<file path="config.mk">
export PLATFORM = sky130hd
export DESIGN_NAME = sida_ctrl
export DESIGN_NICKNAME = d
export VERILOG_FILES = /design/src/rtl/sida_pkg.sv /design/src/rtl/sida_ctrl.sv
export SDC_FILE = /design/constraint.sdc
export NUM_CORES = 1
export LEC_CHECK = 0
export BUFFER_PORTS_ARGS = -buffer_cell sky130_fd_sc_hd__buf_2
export CORE_AREA = 2 2 39 41
export CTS_CLUSTER_SIZE = 14
export DETAILED_ROUTE_END_ITERATION = 16
export DIE_AREA = 0 0 41 43
export GPL_TIMING_DRIVEN = 1
export HOLD_SLACK_MARGIN = 0.06
export PLACE_DENSITY = 0.42
export SLEW_MARGIN = 30
export SYNTH_ARGS = -nofsm -noshare
export SYNTH_HDL_FRONTEND = slang
export SYNTH_SLANG_ARGS = --single-unit
</file>
<file path="constraint.sdc">
create_clock -name clk -period 1.1 [get_ports clk]
set_clock_uncertainty 0.15 [all_clocks]
set_input_delay 0.11 -clock clk [delete_from_list [all_inputs] [get_ports clk]]
set_output_delay 0.11 -clock clk [all_outputs]
set_load 0.01 [all_outputs]
</file>
<file path="src/rtl/sida_pkg.sv">
`default_nettype none

package sida_pkg;

    localparam int unsigned VALUE_W   = 32;
    localparam int unsigned CHAR_W    = 6;
    localparam int unsigned DIGIT_W   = 4;
    localparam int unsigned MAX_DIGITS = 10;
    localparam int unsigned IDX_W     = $clog2(MAX_DIGITS);

    localparam logic [CHAR_W-1:0] CHAR_ZERO  = 6'd48;
    localparam logic [CHAR_W-1:0] CHAR_MINUS = 6'd45;

    // ceil(2^35 / 10): q = (x * RECIP_10) >> 35 is exact for every 32-bit x
    localparam logic [VALUE_W-1:0] RECIP_10 = 32'hCCCC_CCCD;
    localparam int unsigned RECIP_SHIFT = 35;

    typedef struct packed {
        logic load;
        logic step;
        logic push;
    } sida_cmd_t;

    typedef struct packed {
        logic conv_last;
        logic out_free;
        logic last_pending;
    } sida_status_t;

endpackage

`default_nettype wire

</file>
<file path="src/rtl/sida_ctrl.sv">
`default_nettype none

module sida_ctrl (
    input  logic                    clk,
    input  logic                    rst_n,
    input  logic                    in_valid,
    output logic                    in_ready,
    output sida_pkg::sida_cmd_t     cmd,
    input  sida_pkg::sida_status_t  status
);
    import sida_pkg::*;

    typedef enum logic [2:0] {
        ST_IDLE = 3'b001,
        ST_CONV = 3'b010,
        ST_EMIT = 3'b100
    } state_t;

    state_t state_reg;
    state_t state_next;

    always_comb
    begin
        in_ready   = (state_reg == ST_IDLE);
        cmd.load   = in_ready && in_valid;
        cmd.step   = (state_reg == ST_CONV);
        cmd.push   = (state_reg == ST_EMIT) && status.out_free;
        state_next = state_reg;
        case (state_reg)
            ST_IDLE:
            begin
                if (cmd.load)
                begin
                    state_next = ST_CONV;
                end
            end
            ST_CONV:
            begin
                if (status.conv_last)
                begin
                    state_next = ST_EMIT;
                end
            end
            ST_EMIT:
            begin
                if (cmd.push && status.last_pending)
                begin
                    state_next = ST_IDLE;
                end
            end
            default:
            begin
                state_next = ST_IDLE;
            end
        endcase
    end

    always_ff @(posedge clk or negedge rst_n)
    begin
        if (!rst_n)
        begin
            state_reg <= ST_IDLE;
        end
        else
        begin
            state_reg <= state_next;
        end
    end

    a_load_starts_conv: assert property (@(posedge clk) disable iff (!rst_n)
        cmd.load |=> state_reg == ST_CONV)
        else $error("accepted item did not start conversion");

endmodule

`default_nettype wire

</file>
* Word level (Yosys, flattened, before mapping)
Cells that the tools add are included.
** Cells by class
- $add $sub $neg :: 0
- $mul :: 0
- Divide/modulo/power cells :: 0
- $lt $le $gt $ge :: 0
- Equal/unequal tests :: 6
- Shift operators :: 0
- Muxes and demuxes :: 4
- Bitwise gates (word level) :: 0
- Reductions and logical operators :: 4
** Operators by type and width (number)
- $mux W3 :: 3
- $pmux W3 S3 :: 1
- $ne A2 B1 Y1 const B :: 3
- $eq A3 B1 Y1 const B :: 1
- $eq A3 B2 Y1 const B :: 1
- $eq A3 B3 Y1 const B :: 1
- $logic_and A1 B1 Y1 :: 3
- $reduce_and A3 Y1 :: 1
** Storage, ports and cells
- Register bits after elaboration :: 3
- Bits in latches :: 0
- RAM bits :: 0
- Memory bits (read-only) :: 0
- Input bits :: 6
- Output and inout bits :: 4
- Word-level logic and storage cells :: 15
- Memories kept :: 0

* Logic depth before layout (Yosys ltp)
- Word-level depth :: 5
- Mapped depth :: 3
- Mapped depth without buffers :: 3

* Worst setup path after synthesis
OpenSTA, ideal clock, no wires.
- Path kind :: flip-flop to output port
- Start :: register state_reg[0]
- End :: output cmd[2] (netlist name)
- Data arrival time :: 1049 ps
- Data required time :: 840 ps
- Slack :: -209 ps
- Stages on the path, launching flop included :: 3
- Path buffers :: 0
- Cell sequence :: dfstp_2 -> nor3b_2 -> and2_1
** RTL lines
- from (decl) :: line sida_ctrl.sv:19 : state_t state_reg;
- from (signal assigned) :: line sida_ctrl.sv:66 : state_reg <= state_next;
- to (decl) :: line sida_ctrl.sv:8 : output sida_pkg::sida_cmd_t cmd,

==> metrics.cfg <==
[status]
status = finished, violations left
violations = negative setup slack

[cells_and_area]
syn_to_final_growth_pct = 108
stdcell_area_um2 = 369
layout-drive-gt1-share_pct = 62.2
final_common_cell = buf_2
final-instance-count-excl-fill = 53
layout_common_cells = buf_2, dlygate4sd3_1, nand3b_1, clkbuf_4, buf_4
utilization_pct = 26.7
multiInputGateArea_um2 = 118
regArea_um2 = 78.8
n_fill_cell = 150
fin_nets = 44
antenna_cells = 0
largest_register_ffs = 3

[grt]
grt_pass1_vias = 163
overflow = 0
grt_pass1_wl_um = 676
grt_max_degree = 8
grtUsageTotal_pct = 6.44
grt_antenna_before_repair = 0

[clock_tree]
htreeDepth = 1
clk_path_buf_depth = 2
cts.sinks = 3
clock_latency_ps = 230
root_buffer = clkbuf_4
numCtsBuffers = 3
tritoncts = built
clkTransAtPathRegs_ps = 40

[floorplan]
rows = 14
core_um2 = 1380
io_pins = 10
start_util_pct = 12.8
dieHeight_um = 43
dieWidth_um = 41
die_area_um2 = 1760

[timing]
period_share_pct = 133
period_needed_ps = 1460
worstMarginPinSlew_ps = 176
drv_slew = 0
relSlewSlack_pct = 88.3
max_freq_ghz = 0.683
setup_viol = 6
rsz0062_at_grt = true
setup_ws_ps = -363
finalHoldViolCount = 0

[logic_synthesis]
avgSynthCellArea_um2 = 11.1
yosysSeqAreaShare_pct = 43.0
syn_inst = 16
synth_warnings = 0
ys_ff_latch = 3
syn_nets = 22
netlist_area_um2 = 178
ys_types = 10

[placed_design]
io_buffers = 9
placed_area_um2 = 267
place_ws_ps = -147
place.gp.congestion = 0.564
placedCellCount = 43
dpl.hpwl_um = 345

[routing]
antenna_left = 0
drcViolationCount = 0
vias = 206
wire_per_inst_um = 9.17
wl_um = 486
dr.pass1.iters = 2
drt_iter0_markers = 6
viasPerCell = 3.89

[worst_setup_path]
cp.arrival_ps = 1200
start_kind = flip-flop
required_ps = 840
path_class = reg2out
endpoint_kind = primary output
path_max_fanout = 3

[hold_path]
min_path_type = in2reg

[pwr]
power_mw = 0.784
p_per_area_nw_per_um2 = 2120
power_leakage_nw = 0.170
ir_worst_vdd_v = 0.000786

[job]
drv_cap = 0

Yosys cell counts (all sizes together):
cell	count	area (µm²)
nor3b	2	25.0
or3b	1	8.76
nand3b	3	22.5
dfstp	1	26.3
dfrtp	2	50.1
a21oi	3	15.0
nand2	1	3.75
and4bb	1	12.5
o21a	1	7.51
and2	1	6.26
stage by stage:
stage / TNS (ps) / hold slack [ps]
6_report: -1500 / 77.2
4_1_cts: -1490 / 63.1
3_5_place_dp: -501 / -243
2_1_floorplan: -302 / -336
5_1_grt: -1820 / 94.8
3_3_place_gp: -436 / -247
area by class of cell:
class | instances | area share [%]
timing repair buffer | 17 | 34.2
clock buffer | 4 | 7.12
sequential | 3 | 21.4
tap | 16 | 5.42
multi-input combinational | 13 | 31.9
where the power goes:
group          switching, mW  total (mW)  internal (mW)
Combinational          0.145       0.377          0.232
Clock                 0.0546       0.190          0.136
Sequential            0.0504       0.216          0.166
worst paths after layout:
path,slack [ps],to,start,cells past startpoint
hold reg to reg,450,state_reg[1]$_DFFE_PN0P_,state_reg[2]$_DFFE_PN0P_,2
hold / removal,80,state_reg[2]$_DFFE_PN0P_,status[1],4
setup / recovery,-360,cmd[2],state_reg[0]$_DFFE_PN1P_,3
min in group asynchronous,210,state_reg[0]$_DFFE_PN1P_,rst_n,2
setup reg to reg,-140,state_reg[1]$_DFFE_PN0P_,state_reg[0]$_DFFE_PN1P_,3
max in group asynchronous,60,state_reg[1]$_DFFE_PN0P_,rst_n,3
critical path: stages, from the launching register on:
cell and delay (ps):
dfstp_2 520, nor3b_4 200, and2_4 170, buf_6 90
per-layer routing:
layer | track usage (%) | vias up | part of all wire [%]
met5 | 0 | - | 0
met4 | 8.00 | 0 | 0
met3 | 3.14 | 0 | 12
met1 | 7.12 | 94 | 45
li1 | - | 102 | -
met2 | 7.50 | 10 | 43
repair_timing:
action | 4_1_cts | 5_1_grt
endpoints found under the hold margin | 6 | 2
cloned | 0 | 0
gates resized for setup | 3 | 3
hold buffers | 5 | 1
endpoints found under the setup margin | 7 | 7
pin swaps | 2 | 5
buffers inserted | 0 | 1
kinds of logic after synthesis:
| kind of cell | count (synthesis) | share of synthesized area (%) |
|---|---|---|
| compound gates | 4 | 12.7 |
| flops | 3 | 43.0 |
| simple gates | 9 | 44.4 |
No activity file was read; power rests on OpenSTA's default activity.
